`src/rtl/psdb_pkg.sv`:
```
// shared types, constants and datapath helpers for the steer/drive bias pipeline
// used by psdb_root_pipe and pd_steer_drive_bias_core; no dependencies
package psdb_pkg;

    // pipeline shape
    localparam int NSTG     = 14;   // register stages from input word to output word
    localparam int SQRT_STG = 8;    // root stages, two result bits each

    // fixed field widths
    localparam int CFG_IDX_W  = 3;
    localparam int CFG_DATA_W = 16;
    localparam int SQ_W       = 32; // sum of two quartered squares
    localparam int ROOT_W     = 16;
    localparam int SUM_W      = 23; // bias sums before clipping
    localparam int WIDE_W     = 36; // common width for truncating shifts

    // truncating divide amounts
    localparam logic [3:0] STEER_SHIFT   = 4'd14;
    localparam logic [3:0] GYRO_SHIFT    = 4'd10;
    localparam logic [3:0] DRIVE_P_SHIFT = 4'd14;
    localparam logic [3:0] DRIVE_D_SHIFT = 4'd12;  // times 4 over 16384

    // register reset values
    localparam logic signed [15:0] STEER_GAIN_P_RST = 16'sd3000;
    localparam logic signed [15:0] STEER_GAIN_D_RST = 16'sd0;
    localparam logic [14:0]        STEER_LIMIT_RST  = 15'd600;
    localparam logic signed [15:0] YAW_DAMP_RST     = 16'sd0;
    localparam logic signed [15:0] DRIVE_GAIN_P_RST = 16'sd1500;
    localparam logic signed [15:0] DRIVE_GAIN_D_RST = 16'sd0;
    localparam logic [14:0]        DRIVE_LIMIT_RST  = 15'd600;

    typedef enum logic [CFG_IDX_W-1:0] {
        REG_STEER_GAIN_P = 3'd0,
        REG_STEER_GAIN_D = 3'd1,
        REG_STEER_LIMIT  = 3'd2,
        REG_YAW_DAMP     = 3'd3,
        REG_DRIVE_GAIN_P = 3'd4,
        REG_DRIVE_GAIN_D = 3'd5,
        REG_DRIVE_LIMIT  = 3'd6
    } cfg_reg_t;

    // partial remainder and root accumulator of the digit-by-digit square root
    typedef struct packed {
        logic [SQ_W-1:0] rem;
        logic [SQ_W-1:0] acc;
    } root_t;

    // divide by four, truncating toward zero
    function automatic logic signed [15:0] quarter(input logic signed [17:0] a);
        logic signed [17:0] t;
        t = a[17] ? (a + 18'sd3) : a;
        return signed'(t[17:2]);
    endfunction

    // divide by 2**sh, truncating toward zero
    function automatic logic signed [WIDE_W-1:0] div_pow2(
        input logic signed [WIDE_W-1:0] x,
        input logic [3:0]               sh
    );
        logic signed [WIDE_W-1:0] bias;
        bias = x[WIDE_W-1] ? ((36'sd1 <<< sh) - 36'sd1) : 36'sd0;
        return (x + bias) >>> sh;
    endfunction

    // symmetric clip to +-lim
    function automatic logic signed [15:0] clip_sym(
        input logic signed [SUM_W-1:0] v,
        input logic [14:0]             lim
    );
        logic signed [SUM_W-1:0] l;
        logic signed [SUM_W-1:0] l_neg;
        logic signed [SUM_W-1:0] r;
        l     = signed'({8'b0, lim});
        l_neg = -l;
        if (v > l)
        begin
            r = l;
        end
        else if (v < l_neg)
        begin
            r = l_neg;
        end
        else
        begin
            r = v;
        end
        return signed'(r[15:0]);
    endfunction

    // one iteration of the root, trial bit 4**k
    function automatic root_t sqrt_step(input root_t cur, input logic [3:0] k);
        logic [SQ_W:0] bit_v;
        logic [SQ_W:0] trial;
        root_t         nxt;
        bit_v = 33'd1 << {k, 1'b0};
        trial = {1'b0, cur.acc} + bit_v;
        if ({1'b0, cur.rem} >= trial)
        begin
            nxt.rem = cur.rem - trial[SQ_W-1:0];
            nxt.acc = (cur.acc >> 1) + bit_v[SQ_W-1:0];
        end
        else
        begin
            nxt.rem = cur.rem;
            nxt.acc = cur.acc >> 1;
        end
        return nxt;
    endfunction

endpackage

```
`src/rtl/psdb_root_pipe.sv`:
```
// pipelined floor square root of a 32-bit radicand, two result bits per stage
// depends on psdb_pkg; stage loads come from the parent's pipeline control
module psdb_root_pipe (
    input  logic                              clk,
    input  logic [psdb_pkg::SQRT_STG-1:0]     load,
    input  logic [psdb_pkg::SQ_W-1:0]         radicand,
    output logic [psdb_pkg::ROOT_W-1:0]       root
);
    import psdb_pkg::*;

    root_t stg_reg  [SQRT_STG];
    root_t stg_next [SQRT_STG];

    for (genvar s = 0; s < SQRT_STG; s++)
    begin : g_stg
        root_t cur;

        if (s == 0)
        begin : g_first
            assign cur = '{rem: radicand, acc: '0};
        end
        else
        begin : g_rest
            assign cur = stg_reg[s-1];
        end

        // trial bits 4**(15-2s) then 4**(14-2s)
        assign stg_next[s] = sqrt_step(sqrt_step(cur, 4'(2*(SQRT_STG-s)-1)),
                                       4'(2*(SQRT_STG-s)-2));

        always_ff @(posedge clk)
        begin
            if (load[s])
            begin
                stg_reg[s] <= stg_next[s];
            end
        end
    end

    assign root = stg_reg[SQRT_STG-1].acc[ROOT_W-1:0];

endmodule

```
`config.mk`:
```
export PLATFORM = sky130hd
export DESIGN_NAME = psdb_root_pipe
export DESIGN_NICKNAME = d
export VERILOG_FILES = /design/src/rtl/psdb_pkg.sv /design/src/rtl/psdb_root_pipe.sv
export SDC_FILE = /design/constraint.sdc
export NUM_CORES = 1
export LEC_CHECK = 0
export ABC_AREA = 1
export BUFFER_PORTS_ARGS = -buffer_cell sky130_fd_sc_hd__buf_2
export CAP_MARGIN = 15
export CORE_ASPECT_RATIO = 1.75
export CORE_MARGIN = 3
export CORE_UTILIZATION = 50
export DETAILED_ROUTE_END_ITERATION = 10
export PLACE_DENSITY = 0.69
export SYNTH_ARGS = -nofsm -noshare
export SYNTH_HDL_FRONTEND = slang
export SYNTH_SLANG_ARGS = --single-unit
```
`constraint.sdc`:
```
create_clock -name clk -period 3.9 [get_ports clk]
set_clock_uncertainty 0.05 [all_clocks]
set_input_delay 0.39 -clock clk [delete_from_list [all_inputs] [get_ports clk]]
set_output_delay 0.39 -clock clk [all_outputs]
set_load 0.1 [all_outputs]
```
# Word level (Yosys, flattened, before mapping)
# Memories as Yosys holds them, arrays and structs flattened.
# Cells that the tools add are included.
# W data, S select, Z words.
dict set report op_classes {
  add_sub_neg 46
  order_cmp 16
  muxes 32
}
# op count
set ops {}
lappend ops {{$mux W64} 16}
lappend ops {{$ge A32 B33 Y1} 15}
lappend ops {{$sub A32 B32 Y32} 15}
lappend ops {{$add A32 B1 Y33 const B} 1}
lappend ops {{$add A32 B11 Y33 const B} 1}
lappend ops {{$add A32 B13 Y33 const B} 1}
lappend ops {{$add A32 B15 Y33 const B} 1}
lappend ops {{$add A32 B17 Y33 const B} 1}
lappend ops {{$add A32 B19 Y33 const B} 1}
lappend ops {{$add A32 B21 Y33 const B} 1}
lappend ops {{$add A32 B23 Y33 const B} 1}
lappend ops {{$add A32 B25 Y33 const B} 1}
lappend ops {{$add A32 B27 Y33 const B} 1}
lappend ops {{$add A32 B29 Y33 const B} 1}
lappend ops {{$add A32 B3 Y33 const B} 1}
lappend ops {{$add A32 B5 Y33 const B} 1}
lappend ops {{$add A32 B7 Y33 const B} 1}
lappend ops {{$add A32 B9 Y33 const B} 1}
lappend ops {{$add A31 B1 Y32 const B} 1}
lappend ops {{$add A31 B11 Y32 const B} 1}
lappend ops {{$add A31 B13 Y32 const B} 1}
lappend ops {{$add A31 B15 Y32 const B} 1}
lappend ops {{$add A31 B17 Y32 const B} 1}
lappend ops {{$add A31 B19 Y32 const B} 1}
lappend ops {{12 further kinds} 27}
dict set report word_totals {
  register_bits 0
  ramBits 512
  in_bits 41
  out_inout_bits 16
  wordCells 95
  mem_count 1
}
# memory depth width read_ports rd_ports_with_merged_regs write_ports line
set mem_list {}
lappend mem_list {stg_reg 8 64 8 0 8 psdb_root_pipe.sv:11} ;# root_t stg_reg [SQRT_STG];

# Longest topological paths before layout
# Gate-level depths: netlist of run 1.
# An unclocked memory read counts as a cell.
dict set report logic_depth {
  ltp_word 7
  mapped_depth 30
  depth_no_buf 26
}

# Worst setup path after synthesis of run 1
# Ideal clock, no wire load.
dict set report synth_timing {
  kind {register to register}
  start {mem stg_reg[1][12] (netlist bit)}
  end {mem stg_reg[1][110] (netlist bit) (data pin)}
  setup_ps 261
  arrival_time_ps 3606
  t_required_ps 3589
  setup_slack_ps -17
  path_stages_with_launch 24
  path_buffers 2
  synth_period_minus_slack_ps 3917
  path_cell_list {edfxtp_1 inv_1 ha_1 o21ai_1 nand2_1 nand2_1 nand2_1 nand2_1 nand2_1 nor2_4 buf_1 o21ai_0 ha_1 nand2_1 nor2_1 inv_1 or4_1 nor3_1 nand3_1 nand2_1 nor2_4 buf_4 nand2_1 o21ai_0}
}
# element line
set synth_lines {}
lappend synth_lines {{start: declaration} psdb_root_pipe.sv:11}

==> reports/metrics.cfg, run 1 <==
[run_status]
run_status = complete, but fails checks
violations = negative setup slack

[yosys]
syn-cell-area_um2 = 23100
async_flop_share_pct = 0
synth_area_per_cell_um2 = 7.35
synth.top_cell.area_share_pct = 38.5
dominantRegCellSynth = edfxtp_1
synth_cell_types = 46
yosys-top-cells-area = edfxtp_1 39%, nand2_1 15%, ha_1 8.4%, inv_1 7.4%, nor2_1 5.8%
synth_top_area_cell = edfxtp_1
synth_common_cells = 939 x nand2_1, 454 x inv_1, 355 x nor2_1, 296 x edfxtp_1, 207 x nand3_1
syn_inst = 3140
ys_ff_latch = 296
synth_most_common_cell = nand2_1
yosys_warnings = 0
synth_nets = 3336
ys_seq_area_share_pct = 38.5
synth_enable_flop_cells = 296

[finish]
finalNetCount = 4068
areaGrowthSynthToFinish_pct = 40.1
finalInstanceArea_um2 = 32300
largest_register_ffs = 296
num_antenna_cells = 0
drive_gt1_share_pct = 31.1
nFillCells = 3608
fin_cells = 4469

[worst_setup_path]
critical_path_class = flop to flop
slowest_delay_ps = 410
crit_fanout = 6
arrival_ps = 4350
worst_path_max_delay_cell = edfxtp_1
start_kind = flop
path_cells = inv_2 -> ha_4 -> a21oi_1 -> o21ai_1 -> a21oi_1 -> xor2_1 -> o21ai_1 -> buf_4 -> ha_1 -> buf_4 -> nand3_4 -> nor4_4 -> nand3_2 -> nor2_4 -> a21oi_2 -> nand2_2 -> buf_12 -> buf_12 -> o21ai_1
crit_top_cell = o21ai_1
critPathCaptureType = flop
crit_required_ps = 4180

[clocking]
worstSkewPairLatency_ps = 610
root_buffer = clkbuf_16
cts_buffers = 30
clkTransAtPathRegs_ps = 60
clock_sinks = 296
htreeDepth = 1
cts_tree = done
clockBufferDepth = 3

[global_route]
antenna_found_initial = 1
grt_pass1_wl_um = 129000
overflow = 0
grt_max_degree = 47
grt_use_total_pct = 33.7
grt_pass1_vias = 24600

[power_and_ir_drop]
pwr_density_cell_nw_per_um2 = 665
vdd_drop_max_mv = 0.641
p_leak_nw = 15.0

[drt]
avgRoutedWirePerCell_um = 19.4
ant_nets = 0
num_vias = 24300
routed_via_density = 5.43
routed_wl_um = 86800
route.detailed.drc = 0
first_iter_violations = 1519
drtPass1Iterations = 9

[die]
die-area_um2 = 48900
die_h_um = 290
initial_utilization_pct = 50.9
row_count = 103
io_pins = 57
fp.dieW_um = 168
core_um2 = 45400

[sta]
setup_slack_ps = -178
hold_violations = 0
finalSetupTns_ps = -1970
final_max_slew_viol_count = 0
max_slew.worst_pin.slew_ps = 1140
slew_headroom_pct = 24.2
fin_crit_sh_pct = 105
holdWs_ps = 101
rsz0062_at_grt = yes
finalSetupViolCount = 27
finalCriticalPeriod_ps = 4080
max_freq_mhz = 245

[flow_run]
max-cap-violations = 0

[place]
dp.cells = 4240
place_congestion = 1.02
hpwl_um = 67300
placed_area_um2 = 27700
pre_cts_ws_ps = -1110
io_buffer_count = 56

[worst_hold_path]
worstHoldPathType = input port to flop

[power breakdown]
| group | switching [mW] | leakage [nW] | total, mW | internal, mW |
|---|---|---|---|---|
| Combinational | 7.55 | 11.6 | 13.4 | 5.85 |
| Clock | 1.32 | 0.482 | 3.07 | 1.75 |
| Sequential | 0.608 | 2.83 | 5.01 | 4.40 |
[final cells by class]
class                           count  area, um2  area share [%]
Timing Repair Buffer              725       5650            17.5
Sequential cell                   296       8890            27.5
Clock buffer                       30        751            2.32
Timing Repair inverter              1       7.51          0.0232
Inverter                          484       1850            5.73
Tap cell                          577        722            2.23
Multi-Input combinational cell   2334      14200            43.8
Clock inverter                     22        284           0.879
[worst max-delay path: cells and delay by family (launching register included)]
kind                       cells  cell delay [ps]
DFF                            1              410
buffers and inverters          5              670
xor gates and xnor gates       1              190
adders and majority gates      2              570
AOI/OAI and AO/OA              6              960
and+or+nand+nor                5              930
[final timing paths]
path	start	endpoint	slack, ps	depth (start not counted)
worst min register to register	stg_reg[1][96]	stg_reg[1][160]	380	0
worst max register to register	stg_reg[0][149]	stg_reg[0][241]	-180	19
worst max-delay path	stg_reg[0][149]	stg_reg[0][241]	-180	19
worst min-delay path	radicand[28]	stg_reg[0][60]	100	2
[per-stage QoR]
step	total power, mW	util, %
floorplan	11.2	-
global placement	16.0	61.0
detailed placement	16.2	61.0
CTS	20.1	66.9
global route	22.9	71.2
finish	21.5	71.2
[timing repair]
item | 4_1_cts | 5_1_grt
gates cloned | 5 | 3
hold buffers | 28 | 0
endpoints found under the setup margin | 100 | 115
buffers inserted | 63 | 79
gates resized for setup | 188 | 335
endpoints found under the hold margin | 28 | 0
pin swaps | 73 | 128
[cell families (layout without fill, tap and decap cells)]
| kind of cell | Yosys count | count (layout) | share of synthesized area [%] |
|---|---|---|---|
| AND/OR/NAND/NOR | 1711 | 1715 | 31.6 |
| AO/OA/AOI/OAI | 343 | 343 | 8.10 |
| adder cells (fa/ha/maj) | 155 | 155 | 8.41 |
| buffers and inverters | 514 | 1262 | 8.77 |
| XOR/XNOR | 121 | 121 | 4.59 |
| flip-flops | 296 | 296 | 38.5 |
[metal layers]
metal	GRT usage (%)	part of all wire, %	vias to the layer above	wire length (um)
li1	-	-	11700	-
met1	30.0	32	11300	27400
met2	66.4	55	860	47400
met3	3.24	3.5	412	3050
met4	27.1	10	2	8890
met5	0	0.015	-	13
[placed cells by master, fill, tap and decap left out, types with 7 or more instances in the layout]
cell           count
a21oi_1           91
buf_12            13
nor2_4            30
clkinvlp_4         9
buf_6              9
nand2_1          842
nor4_1            12
buf_4            612
nor3_2             9
xor2_1            72
nand3b_1          20
o21ai_2           20
edfxtp_1         296
nand2_2           89
dlygate4sd3_1     28
nor3_4             7
a21oi_4            9
ha_1              94
inv_1            409
nor3_1            24
o21bai_1          10
nand4_1           66
nand3_2           21
ha_4              57
xnor2_1           47
inv_2             66
nor2_1           309
a21oi_2           44
nand3_1          187
o211ai_1           7
or2_2             10
nand2_4           26
o21ai_0           76
clkbuf_16         32
a21boi_0           7
nor2_2            43
o21ai_1           51
buf_2             56
Power figures use the tool's default switching activity.
==> run 2: changes to the inputs <==
==> constraint.sdc (replaced) <==
create_clock -name clk -period 3.6 [get_ports clk]
set_clock_uncertainty 0.05 [all_clocks]
set_input_delay 0.36 -clock clk [delete_from_list [all_inputs] [get_ports clk]]
set_output_delay 0.36 -clock clk [all_outputs]
set_load 0.02 [all_outputs]
==> run 2 against run 1 <==
  * The run still ends with negative setup slack left
  * Die area did not move
  * Combinational power rose by 30%
  * Wire length rose by 17%
  * Hold slack got worse by 20 ps
  * Critical endpoint is now stg_reg[1][178]
  * Largest power group unchanged
==> reports/metrics.cfg, run 2 (synthesis results as in run 1) <==
[worst_setup_path]
crit_start = stg_reg[1][76]  ; was stg_reg[0][149]
crit_required_ps = 4020  ; was 4180 ps
ff2ff_path_depth = 22  ; was 19
critPathCaptureType = flop  ; unchanged
start_kind = flop  ; unchanged
arrival_ps = 4800  ; was 4350 ps
r2r_slack_ps = -780  ; was -180 ps
regToRegStartpoint = stg_reg[1][76]  ; was stg_reg[0][149]
crit_fanout = 4  ; was 6
r2r_end = stg_reg[1][178]  ; was stg_reg[0][241]
critical_path_class = flop to flop  ; unchanged

[finish]
largest_register_ffs = 296  ; unchanged
areaGrowthSynthToFinish_pct = 53.8  ; was 40.1%
final_common_cell = buf_4  ; was nand2_1
final_cell_mix = 816 x buf_4, 763 x nand2_1, 400 x inv_1, 303 x nor2_1, 296 x edfxtp_1  ; was 842 x nand2_1, 612 x buf_4, 409 x inv_1, 309 x nor2_1, 296 x edfxtp_1
finalNetCount = 4312  ; was 4068
finalInstanceArea_um2 = 35500  ; was 32300 um2
drive_gt1_share_pct = 40.0  ; was 31.1%

[sta]
rsz0062_at_grt = yes  ; unchanged
max_freq_mhz = 228  ; was 245 MHz
finalCriticalPeriod_ps = 4380  ; was 4080 ps
final_max_slew_viol_count = 0  ; unchanged
max_slew.worst_pin.slew_ps = 1130  ; was 1140 ps
slew_headroom_pct = 24.7  ; was 24.2%
setup_slack_ps = -778  ; was -178 ps
hold_violations = 0  ; unchanged
finalSetupViolCount = 91  ; was 27
holdWs_ps = 80.7  ; was 101 ps
fin_crit_sh_pct = 122  ; was 105%

[worst_hold_path]
holdPathEnd = stg_reg[0][60]  ; unchanged
worstHoldPathType = input port to flop  ; unchanged
whs_path_depth = 2  ; unchanged
hp-start = radicand[28]  ; unchanged

[drt]
route.detailed.drc = 0  ; unchanged
routed_wl_um = 102000  ; was 86800 um
avgRoutedWirePerCell_um = 21.6  ; was 19.4 um
num_vias = 26600  ; was 24300
drtPass1Iterations = 8  ; was 9
routed_via_density = 5.65  ; was 5.43
ant_nets = 0  ; unchanged
first_iter_violations = 2285  ; was 1519

[power_and_ir_drop]
pwr_density_cell_nw_per_um2 = 735  ; was 665 nW/um2
finalPower_mw = 26.1  ; was 21.5 mW
vdd_drop_max_mv = 0.814  ; was 0.641 mV
p_leak_nw = 16.6  ; was 15.0 nW

[global_route]
grt_use_total_pct = 36.3  ; was 33.7%
overflow = 0  ; unchanged
grt_pass1_wl_um = 138000  ; was 129000 um
grt_max_degree = 47  ; unchanged
antenna_found_initial = 3  ; was 1
grt_pass1_vias = 26500  ; was 24600

[place]
pre_cts_ws_ps = -1450  ; was -1110 ps
place_congestion = 1.03  ; was 1.02
hpwl_um = 69500  ; was 67300 um
io_buffer_count = 56  ; unchanged
placed_area_um2 = 29500  ; was 27700 um2

[clocking]
cts_tree = done  ; unchanged
worstSkewPairLatency_ps = 610  ; about the same
clkTransAtPathRegs_ps = 80  ; was 60 ps
htreeDepth = 1  ; unchanged
root_buffer = clkbuf_16  ; unchanged
clock_sinks = 296  ; unchanged
cts_buffers = 29  ; was 30
clockBufferDepth = 3  ; unchanged

[die]
row_count = 103  ; unchanged
initial_utilization_pct = 50.9  ; unchanged
die_h_um = 290  ; unchanged
die-area_um2 = 48900  ; unchanged
io_pins = 57  ; unchanged
fp.dieW_um = 168  ; unchanged
core_um2 = 45400  ; unchanged

[run_status]
run_status = complete, but fails checks  ; unchanged
violations = negative setup slack  ; unchanged

[flow_run]
max-cap-violations = 0  ; unchanged

run 2: layout make-up:
type,count,area [um2]
repair inverters,5,48.8
fillers,3078,9890
well taps,577,722
repair buffers,969,7630
clock inverters,24,265
flip-flops and latches,296,8890
diodes,1,2.50
inverters,484,1860
multi-input cells,2331,15300
clock buffers,29,726
run 2: worst max path at each step:
stage and endpoint:
2_1_floorplan stg_reg[1][177], 3_3_place_gp stg_reg[0][248], 3_5_place_dp stg_reg[0][248], 4_1_cts stg_reg[0][240], 5_1_grt stg_reg[1][178], 6_report stg_reg[1][178]
run 2: layer usage:
metal	global-route usage, %	routed length (um)	vias to the layer above
met4	34.1	12600	4
met5	0	27	-
li1	-	-	12200
met3	6.13	8120	669
met2	69.1	51100	1311
met1	30.6	29900	12400
run 2: per-stage QoR:
step	std cells	utilization, %	setup TNS, ps
2_1_floorplan	3140	-	-361
3_3_place_gp	4450	64.9	-68070
3_5_place_dp	4450	64.9	-71240
4_1_cts	4646	73.3	-19790
5_1_grt	4715	78.2	-54220
6_report	4716	78.2	-42730
run 2: what timing repair did:
item,CTS,global route
setup buffers,109,78
cloned,9,3
gates resized for setup,419,413
endpoints found under the setup margin,111,114
hold buffers,28,0
pin swaps,130,178
endpoints found under the hold margin,28,0
run 2: critical path, cell delays in order, from the launching register on:
cell	delay (ps)
edfxtp_1	450
inv_2	280
ha_4	280
nand2_1	110
inv_2	50
buf_4	120
nand2_1	60
nand2_1	140
inv_1	150
nand2_4	90
xnor2_2	410
o21ai_2	190
ha_4	370
nand2_2	90
buf_4	160
nor2_4	110
inv_2	70
nor3_4	200
nand2_1	90
nand2_1	100
xor2_1	490
nand2_1	100
nand2_1	80
run 2: power breakdown:
part           total, mW  internal [mW]  switching [mW]
clock               3.27           1.74            1.53
combinational       17.4           7.72            9.69
sequential          5.40           4.76           0.635
